## src/rtl/mas_pkg.sv

```systemverilog
`timescale 1ns / 1ps
// ----------------------------------------------------------------------------
// mas_pkg
// shared types, character codes and mode codes for the macro argument splitter
// ----------------------------------------------------------------------------
package mas_pkg;

  localparam int CHAR_W = 8;
  localparam int KIND_W = 2;
  localparam int NEST_W = 8;
  localparam int MODE_W = 3;
  localparam int CLS_W  = 2;
  localparam int RUN_N  = 3;
  localparam int CNT_W  = 2;

  // group depth saturates here
  localparam logic [NEST_W-1:0] MAX_NEST = 8'd255;

  // scan modes
  localparam logic [MODE_W-1:0] MODE_PLAIN = 3'd0;
  localparam logic [MODE_W-1:0] MODE_QUOTE = 3'd1;
  localparam logic [MODE_W-1:0] MODE_QPEND = 3'd2;
  localparam logic [MODE_W-1:0] MODE_BPEND = 3'd3;
  localparam logic [MODE_W-1:0] MODE_GROUP = 3'd4;

  // class of the last character seen
  localparam logic [CLS_W-1:0] CLS_NONE  = 2'd0;
  localparam logic [CLS_W-1:0] CLS_SPACE = 2'd1;
  localparam logic [CLS_W-1:0] CLS_COMMA = 2'd2;
  localparam logic [CLS_W-1:0] CLS_TEXT  = 2'd3;

  // result kinds
  localparam logic [KIND_W-1:0] KIND_CHAR     = 2'd0;
  localparam logic [KIND_W-1:0] KIND_ARG_END  = 2'd1;
  localparam logic [KIND_W-1:0] KIND_LIST_END = 2'd2;

  // characters of interest
  localparam logic [CHAR_W-1:0] CH_QUOTE  = 8'h22;
  localparam logic [CHAR_W-1:0] CH_BSLASH = 8'h5C;
  localparam logic [CHAR_W-1:0] CH_LPAREN = 8'h28;
  localparam logic [CHAR_W-1:0] CH_RPAREN = 8'h29;
  localparam logic [CHAR_W-1:0] CH_LBRACK = 8'h5B;
  localparam logic [CHAR_W-1:0] CH_RBRACK = 8'h5D;
  localparam logic [CHAR_W-1:0] CH_COMMA  = 8'h2C;
  localparam logic [CHAR_W-1:0] CH_SPACE  = 8'h20;
  localparam logic [CHAR_W-1:0] CH_TAB    = 8'h09;
  localparam logic [CHAR_W-1:0] CH_CR     = 8'h0D;

  typedef struct packed {
    logic [KIND_W-1:0] kind;
    logic [CHAR_W-1:0] ch;
  } res_t;

  typedef struct packed {
    logic [MODE_W-1:0] mode;
    logic              arg_open;
    logic [NEST_W-1:0] depth;
  } scan_stat_t;

  function automatic logic is_blank(input logic [CHAR_W-1:0] c);
    return (c == CH_SPACE) || ((c >= CH_TAB) && (c <= CH_CR));
  endfunction

endpackage

```

## src/rtl/mas_scan.sv

```systemverilog
`timescale 1ns / 1ps
// ----------------------------------------------------------------------------
// mas_scan
// scanner state and per-character decode into a run of up to three results
// ----------------------------------------------------------------------------
module mas_scan (
  input  logic                                  clk,
  input  logic                                  rst_n,
  input  logic                                  fire,
  input  logic [mas_pkg::CHAR_W-1:0]            text_char,
  input  logic                                  is_end,
  output logic [mas_pkg::CNT_W-1:0]             run_cnt,
  output mas_pkg::res_t [mas_pkg::RUN_N-1:0]    run,
  output mas_pkg::scan_stat_t                   stat
);
  import mas_pkg::*;

  logic [MODE_W-1:0] mode_r, mode_nxt;
  logic              open_r, open_nxt;
  logic [CLS_W-1:0]  cls_r, cls_nxt;
  logic [NEST_W-1:0] depth_r, depth_nxt;
  logic              brk_r, brk_nxt;

  always_comb begin
    logic [CNT_W-1:0]  n;
    logic              plain_go;
    logic              quote_go;
    logic [CHAR_W-1:0] g_open;
    logic [CHAR_W-1:0] g_close;

    n         = '0;
    run       = '0;
    plain_go  = 1'b0;
    quote_go  = 1'b0;
    mode_nxt  = mode_r;
    open_nxt  = open_r;
    cls_nxt   = cls_r;
    depth_nxt = depth_r;
    brk_nxt   = brk_r;
    g_open    = brk_r ? CH_LBRACK : CH_LPAREN;
    g_close   = brk_r ? CH_RBRACK : CH_RPAREN;

    if (is_end) begin
      if (mode_r == MODE_BPEND) begin
        run[n].kind = KIND_CHAR;
        run[n].ch   = CH_BSLASH;
        n           = n + 2'd1;
      end
      if (open_r || (cls_r == CLS_COMMA)) begin
        run[n].kind = KIND_ARG_END;
        n           = n + 2'd1;
      end
      run[n].kind = KIND_LIST_END;
      n           = n + 2'd1;
      mode_nxt    = MODE_PLAIN;
      open_nxt    = 1'b0;
      cls_nxt     = CLS_NONE;
      depth_nxt   = '0;
      brk_nxt     = 1'b0;
    end else begin
      case (mode_r)
        MODE_QUOTE: begin
          quote_go = 1'b1;
        end
        MODE_QPEND: begin
          if (text_char == CH_QUOTE) begin
            run[n].kind = KIND_CHAR;
            run[n].ch   = CH_QUOTE;
            n           = n + 2'd1;
            mode_nxt    = MODE_QUOTE;
          end else begin
            plain_go = 1'b1;
          end
        end
        MODE_BPEND: begin
          if (text_char == CH_QUOTE) begin
            run[n].kind = KIND_CHAR;
            run[n].ch   = CH_QUOTE;
            n           = n + 2'd1;
            mode_nxt    = MODE_QUOTE;
          end else begin
            run[n].kind = KIND_CHAR;
            run[n].ch   = CH_BSLASH;
            n           = n + 2'd1;
            quote_go    = 1'b1;
          end
        end
        MODE_GROUP: begin
          if (text_char == g_open) begin
            if (depth_r < MAX_NEST) depth_nxt = depth_r + 1'b1;
          end else if (text_char == g_close) begin
            if (depth_r != '0) depth_nxt = depth_r - 1'b1;
          end
          run[n].kind = KIND_CHAR;
          run[n].ch   = text_char;
          n           = n + 2'd1;
          if (depth_nxt == '0) mode_nxt = MODE_PLAIN;
        end
        default: begin
          plain_go = 1'b1;
        end
      endcase

      // quoted text: a quote or backslash is held pending
      if (quote_go) begin
        mode_nxt = MODE_QUOTE;
        if (text_char == CH_QUOTE) begin
          mode_nxt = MODE_QPEND;
        end else if (text_char == CH_BSLASH) begin
          mode_nxt = MODE_BPEND;
        end else begin
          run[n].kind = KIND_CHAR;
          run[n].ch   = text_char;
          n           = n + 2'd1;
        end
      end

      // plain text outside quote and group
      if (plain_go) begin
        mode_nxt = MODE_PLAIN;
        if (text_char == CH_QUOTE) begin
          mode_nxt = MODE_QUOTE;
          open_nxt = 1'b1;
          cls_nxt  = CLS_TEXT;
        end else if ((text_char == CH_LPAREN) || (text_char == CH_LBRACK)) begin
          mode_nxt    = MODE_GROUP;
          brk_nxt     = (text_char == CH_LBRACK);
          depth_nxt   = {{(NEST_W-1){1'b0}}, 1'b1};
          run[n].kind = KIND_CHAR;
          run[n].ch   = text_char;
          n           = n + 2'd1;
          open_nxt    = 1'b1;
          cls_nxt     = CLS_TEXT;
        end else if (text_char == CH_COMMA) begin
          if (open_r) begin
            run[n].kind = KIND_ARG_END;
            n           = n + 2'd1;
            open_nxt    = 1'b0;
          end else if ((cls_r == CLS_COMMA) || (cls_r == CLS_NONE)) begin
            run[n].kind = KIND_ARG_END;
            n           = n + 2'd1;
          end
          cls_nxt = CLS_COMMA;
        end else if (is_blank(text_char)) begin
          if (open_r) begin
            run[n].kind = KIND_ARG_END;
            n           = n + 2'd1;
            open_nxt    = 1'b0;
            cls_nxt     = CLS_SPACE;
          end
        end else begin
          run[n].kind = KIND_CHAR;
          run[n].ch   = text_char;
          n           = n + 2'd1;
          open_nxt    = 1'b1;
          cls_nxt     = CLS_TEXT;
        end
      end
    end

    run_cnt = n;
  end

  always_ff @(posedge clk) begin
    if (!rst_n) begin
      mode_r  <= MODE_PLAIN;
      open_r  <= 1'b0;
      cls_r   <= CLS_NONE;
      depth_r <= '0;
      brk_r   <= 1'b0;
    end else if (fire) begin
      mode_r  <= mode_nxt;
      open_r  <= open_nxt;
      cls_r   <= cls_nxt;
      depth_r <= depth_nxt;
      brk_r   <= brk_nxt;
    end
  end

  assign stat.mode     = mode_r;
  assign stat.arg_open = open_r;
  assign stat.depth    = depth_r;

endmodule

```

## src/rtl/mas_drain.sv

```systemverilog
`timescale 1ns / 1ps
// ----------------------------------------------------------------------------
// mas_drain
// result register holding one item's run, shifted out one beat per cycle while out_stall is low
// ----------------------------------------------------------------------------
module mas_drain (
  input  logic                                  clk,
  input  logic                                  rst_n,
  input  logic                                  load,
  input  logic [mas_pkg::CNT_W-1:0]             run_cnt,
  input  mas_pkg::res_t [mas_pkg::RUN_N-1:0]    run,
  input  logic                                  out_stall,
  output logic                                  take_ok,
  output logic                                  out_valid,
  output mas_pkg::res_t                         out_res,
  output logic                                  out_last
);
  import mas_pkg::*;

  logic [CNT_W-1:0]       cnt_r, cnt_nxt;
  res_t [RUN_N-1:0]       slot_r, slot_nxt;
  logic                   pop;

  assign out_valid = (cnt_r != '0);
  assign pop       = out_valid && !out_stall;
  // free once the last beat of the current run leaves
  assign take_ok   = (cnt_r == '0) || ((cnt_r == 2'd1) && pop);
  assign out_res   = slot_r[0];
  assign out_last  = (cnt_r == 2'd1);

  always_comb begin
    cnt_nxt  = cnt_r;
    slot_nxt = slot_r;
    if (load) begin
      cnt_nxt  = run_cnt;
      slot_nxt = run;
    end else if (pop) begin
      cnt_nxt     = cnt_r - 2'd1;
      slot_nxt[0] = slot_r[1];
      slot_nxt[1] = slot_r[2];
    end
  end

  always_ff @(posedge clk) begin
    if (!rst_n) begin
      cnt_r <= '0;
    end else begin
      cnt_r <= cnt_nxt;
    end
  end

  always_ff @(posedge clk) begin
    slot_r <= slot_nxt;
  end

endmodule

```

## src/rtl/macro_argument_splitter_top.sv

```systemverilog
`timescale 1ns / 1ps
// ----------------------------------------------------------------------------
// macro_argument_splitter_top
// splits an operand line, one character per beat, into macro argument events
// ----------------------------------------------------------------------------
//  channel  direction  handshake            payload
//  in_      input      in_valid / in_stall  in_text_char, in_is_end
//  out_     output     out_valid/out_stall  out_event_kind, out_arg_char,
//                                           out_last_of_run
//
//  an input beat is decoded in the cycle it is taken and its run of zero to
//  three results lands in the result register at the same edge
//  results leave one beat per cycle while out_stall is low; an item giving
//  one result or none is taken every cycle while out_stall is low; for longer runs,
//  the next beat is taken while the last result of the run is being taken
//  rst_n is synchronous; scanner state returns to plain, no argument open
//  out_stall only holds the result register; the scanner waits via in_stall
// ----------------------------------------------------------------------------
module macro_argument_splitter_top (
  input  logic                          clk,
  input  logic                          rst_n,
  input  logic                          in_valid,
  output logic                          in_stall,
  input  logic [mas_pkg::CHAR_W-1:0]    in_text_char,
  input  logic                          in_is_end,
  output logic                          out_valid,
  input  logic                          out_stall,
  output logic [mas_pkg::KIND_W-1:0]    out_event_kind,
  output logic [mas_pkg::CHAR_W-1:0]    out_arg_char,
  output logic                          out_last_of_run
);
  import mas_pkg::*;

  logic                 in_fire;
  logic                 take_ok;
  logic [CNT_W-1:0]     run_cnt;
  res_t [RUN_N-1:0]     run;
  scan_stat_t           stat;
  res_t                 head;

  // stall whenever the result register still owes beats of an earlier run
  assign in_stall = !take_ok;
  assign in_fire  = in_valid && take_ok;

  // character decode and scanner state
  mas_scan u_scan (
    .clk       (clk),
    .rst_n     (rst_n),
    .fire      (in_fire),
    .text_char (in_text_char),
    .is_end    (in_is_end),
    .run_cnt   (run_cnt),
    .run       (run),
    .stat      (stat)
  );

  // result register and beat serialiser
  mas_drain u_drain (
    .clk       (clk),
    .rst_n     (rst_n),
    .load      (in_fire),
    .run_cnt   (run_cnt),
    .run       (run),
    .out_stall (out_stall),
    .take_ok   (take_ok),
    .out_valid (out_valid),
    .out_res   (head),
    .out_last  (out_last_of_run)
  );

  assign out_event_kind = head.kind;
  assign out_arg_char   = head.ch;

  // the list-end mark always closes its run
  a_list_end_last : assert property (@(posedge clk) disable iff (!rst_n)
    (out_valid && (out_event_kind == KIND_LIST_END)) |-> out_last_of_run)
    else $error("list end is not the last beat of its run");

  // an end item leaves the scanner back in plain mode with nothing open
  a_end_resets : assert property (@(posedge clk) disable iff (!rst_n)
    (in_fire && in_is_end) |=> ((stat.mode == MODE_PLAIN) && !stat.arg_open
                                && (stat.depth == '0)))
    else $error("scanner state not cleared after end item");

  // a group is only open while its depth is non-zero
  a_group_depth : assert property (@(posedge clk) disable iff (!rst_n)
    (stat.mode == MODE_GROUP) |-> (stat.depth != '0))
    else $error("group mode with zero depth");

  // characters carry a value only on character beats
  a_char_zero : assert property (@(posedge clk) disable iff (!rst_n)
    (out_valid && (out_event_kind != KIND_CHAR)) |-> (out_arg_char == '0))
    else $error("mark beat carries a character");

endmodule
```

## config.mk

```make
export PLATFORM = sky130hd
export DESIGN_NAME = macro_argument_splitter_top
export DESIGN_NICKNAME = d
export VERILOG_FILES = /design/src/rtl/mas_pkg.sv /design/src/rtl/mas_scan.sv /design/src/rtl/mas_drain.sv /design/src/rtl/macro_argument_splitter_top.sv
export SDC_FILE = /design/constraint.sdc
export NUM_CORES = 1
export LEC_CHECK = 0
export BUFFER_PORTS_ARGS = -buffer_cell sky130_fd_sc_hd__buf_2
export CORE_AREA = 5 5 122 124
export CTS_BUF_LIST = sky130_fd_sc_hd__clkbuf_8
export DETAILED_ROUTE_END_ITERATION = 7
export DIE_AREA = 0 0 127 129
export GPL_ROUTABILITY_DRIVEN = 0
export PLACE_DENSITY = 0.42
export SLEW_MARGIN = 5
export SYNTH_ARGS = -nofsm -noshare
export SYNTH_HDL_FRONTEND = slang
export SYNTH_SLANG_ARGS = --single-unit
```

## constraint.sdc

```tcl
create_clock -name clk -period 3.6 [get_ports clk]
set_input_delay 0 -clock clk [delete_from_list [all_inputs] [get_ports clk]]
set_output_delay 0 -clock clk [all_outputs]
set_load 0.01 [all_outputs]
```

==> metrics.md <==
| Metric | Value |
|---|---|
| Status | `finished clean` |
| Top cell type's share of synthesized area | `27.03%` |
| Area grow syn2layout | `10.59%` |
| Maximum vdd drop | `0.1526 mV` |
| Setup slack at placement | `0.3717 ns` |
| Final antenna-violating net count | `0` |
| Tcrit/Tclk final | `approximately nine tenths` |
| F_max | `306.0 MHz` |
| Clock tree buffer depth | `2` |
| Die width | `127 um` |
| Fin Setup TNS | `0 ns` |
| WP data required | `3.81 ns` |
| Final setup violation count | `0` |
| Net count, final | `about 430` |
| Clk_lat worst skew | `0.33 ns` |
| Crit Path Max Fanout | `10` |
| Wire per inst | `16.08 um` |
| Final HPWL DP | `6988 um` |
| Via Count | `2913` |
| Min Clock Period, post-route | `about 3.3 ns` |
| Root buf cell | `clkbuf_8` |
| Vias in the first global route | `2846` |
| Post-place instance area | `3590 um2` |
| Worst hold start | `in_text_char[5]` |
| Max cap viols | `0` |
| CTS clock-pin slew for the worst setup and hold paths | `0.11 ns` |
| Syn Std Cell Area | `3333 um2` |
| CTS resizes | `0` |
| CP Launch Point | `u_scan.mode_r[0]` |
| Post-Route WL | `approximately 9300 um` |
| Worst Tran Pin Value | `0.6013 ns` |
| Die ar. | `16380 um2` |
| RSZ-0062 raised after global routing | `no` |
| CTS tree | `built` |
| Yosys top cell by area | `edfxtp_1` |
| P per Cell Area | `497.0 nW/um2` |
| Setup bufs post-CTS | `0` |
| Sequential-to-total area share from yosys stat | `37.24%` |
| Hold slack | `0.06162 ns` |
| Pin count of the biggest net entering global routing | `25` |
| Ant diodes | `0` |
| Slew Limit Fails | `0` |
| # fillers | `1496` |
| Post-synth EDFFs | `30` |
| DRC Markers | `0` |
| Finished Cell Area | `3686 um2` |
| Worst Skew | `0.01875 ns` |
| Hold WC Path Type | `input port to flop` |
| Initial antenna violation count | `0` |
| Share of layout cells above drive strength 1 | `14.25%` |
| Crit path DAT | `3.47 ns` |
| Synth warn | `0` |
| Most common flop cell mapped by yosys | `edfxtp_1` |
| I/O pin count | `26` |
| Die H | `129 um` |
| Via density | `5.022` |
| Clk sinks | `47` |
| Synth cell types | `66` |
| Relative slew slack | `59.67%` |
| Syn_nets | `417` |
| Crit end category | `flop` |
| GRT overflow | `0` |
| Number of synthesized register bits | `47` |
| Synth top area cells | `edfxtp_1 (27%), dfxtp_1 (10%), ha_1 (5.3%), nand2_1 (4.3%), nor2_1 (3.8%)` |
| CTS Hold Bufs | `0` |
| Avg Cell Area, Syn | `8.547 um2` |
| Worst r2r src | `u_scan.mode_r[0]` |
| CTS Buf Count | `5` |
| Starting DRT DRC Count | `about 180` |
| First-pass GRT wire length | `15010 um` |
| Core Area | `13670 um2` |
| Final Hold Fails | `0` |
| I/O Buffers | `25` |
| WS Path Type | `flop to flop` |
| Pleak | `about 1.3 nW` |
| H-tree levels | `2` |
| Tot GR Track Use | `11.46%` |
| Synth Instances | `390` |
| CP startpoint kind | `flop` |
| Async S/R FF share, synth | `0%` |
| DRT Pass-1 Iters | `4` |
| Final worst slack | `0.3320 ns` |
| FP Rows | `43` |
| Starting Density | `about a quarter` |
==> area by class of cell <==
cell class / instances / area [um2] / share of cell area (%)
well taps: 180 / 225.2 / 6.110
clock buffers: 5 / 68.82 / 1.867
multi-input cells: 291 / 1852 / 50.24
clock inverters: 3 / 27.53 / 0.7468
flip-flops and latches: 47 / 1241 / 33.67
repair buffers: 35 / 200.2 / 5.431
inverters: 19 / 71.32 / 1.935
==> cell usage after synthesis, types with 3 or more instances <==
cell,instances
a21o_1,4
a21oi_1,20
a221o_1,4
a22o_1,8
a31oi_1,5
a32o_1,3
and2_1,10
and3_1,6
buf_1,3
buf_2,6
buf_4,11
clkbuf_1,13
dfxtp_1,17
edfxtp_1,30
ha_1,14
inv_1,18
nand2_1,38
nand2b_1,8
nand3_1,19
nand4_1,14
nor2_1,34
nor2b_1,7
nor3_1,10
nor4_1,4
o21ai_0,24
o21ai_1,4
o22ai_1,3
or3_1,4
==> cells by family (layout without fill, tap and decap cells) <==
kind of cell | after synthesis | count (layout) | share of synthesized area [%]
DFF | 47 | 47 | 37.24
and+or+nand+nor | 170 | 170 | 27.14
xor gates and xnor gates | 3 | 3 | 0.7884
AOI/OAI and AO/OA | 104 | 104 | 22.26
adders and majority gates | 14 | 14 | 5.255
buffers and inverters | 52 | 62 | 7.320
==> critical path: stages, from the launching register on <==
cell      delay [ns]
dfxtp_1         0.50
nand2b_1        0.20
nand2b_1        0.25
o31ai_1         0.12
ha_1            0.30
nand3_1         0.08
a21oi_1         0.07
nor2_1          0.30
ha_1            0.21
nand2_1         0.05
nor2_1          0.18
a21oi_1         0.10
a211oi_1        0.54
a221o_1         0.24
==> report_power, final <==
part | internal [mW] | switching (mW) | total [mW]
clock network | 0.145 | 0.223 | 0.368
logic | 0.232 | 0.385 | 0.618
registers | 0.800 | 0.0467 | 0.847
==> metrics by stage <==
step	utilization (%)	cells	power (mW)
floorplan	-	390	1.330
global placement	26.27	572	1.485
detailed placement	26.27	572	1.489
CTS	26.97	580	1.865
global route	26.97	580	1.958
finish	26.97	580	1.832
==> flip-flops by register name, summed over array words and instances (netlist names) <==
name and count:
u_scan.depth_r 8, u_scan.open_r 1, u_scan.mode_r 3, u_scan.brk_r 1, u_scan.cls_r 2, u_drain.out_res 10, u_drain.slot_r 20, u_drain.cnt_r 2
==> metal layers <==
| metal | wire length [um] | vias to the layer above | part of all wire (%) | track usage [%] |
|---|---|---|---|---|
| met1 | 4399 | 1384 | 47 | 15.24 |
| met5 | 0 | - | 0 | 0 |
| li1 | - | 1453 | - | - |
| met2 | 4288 | 63 | 46 | 17.93 |
| met4 | 207 | 0 | 2.2 | 4.669 |
| met3 | 429 | 13 | 4.6 | 2.740 |
==> placed cells by master (no fill, tap or decap), drive strengths merged, types with 2 or more instances in the layout <==
master / netlist / routed
a21oi: 22 / 22
a22o: 8 / 8
xnor2: 2 / 2
o22ai: 5 / 5
clkbuf: 13 / 5
o31ai: 2 / 2
o21a: 2 / 2
a22oi: 2 / 2
a32o: 3 / 3
nand2b: 8 / 8
dfxtp: 17 / 17
or4: 2 / 2
nor3: 11 / 11
a221oi: 2 / 2
a21o: 5 / 5
a31oi: 5 / 5
buf: 20 / 35
and2b: 2 / 2
nor2b: 7 / 7
inv: 18 / 20
ha: 14 / 14
o21ai: 28 / 28
edfxtp: 30 / 30
a32oi: 2 / 2
or3: 5 / 5
o211ai: 2 / 2
nand3: 20 / 20
a221o: 4 / 4
nor2: 34 / 34
and2: 10 / 10
nor4: 5 / 5
o41ai: 3 / 3
and3: 6 / 6
nor3b: 2 / 2
nand2: 38 / 38
nand4: 14 / 14
==> path summary, 6_finish.rpt <==
path	slack, ns	cells after the start	endpoint
worst max-delay path	0.33	13	u_drain.out_res[3]
worst min-delay path	0.06	2	u_drain.slot_r[25]
worst max register to register	0.33	13	u_drain.out_res[3]
worst min register to register	0.54	2	u_drain.slot_r[19]
(Power assumes the default switching activity.)
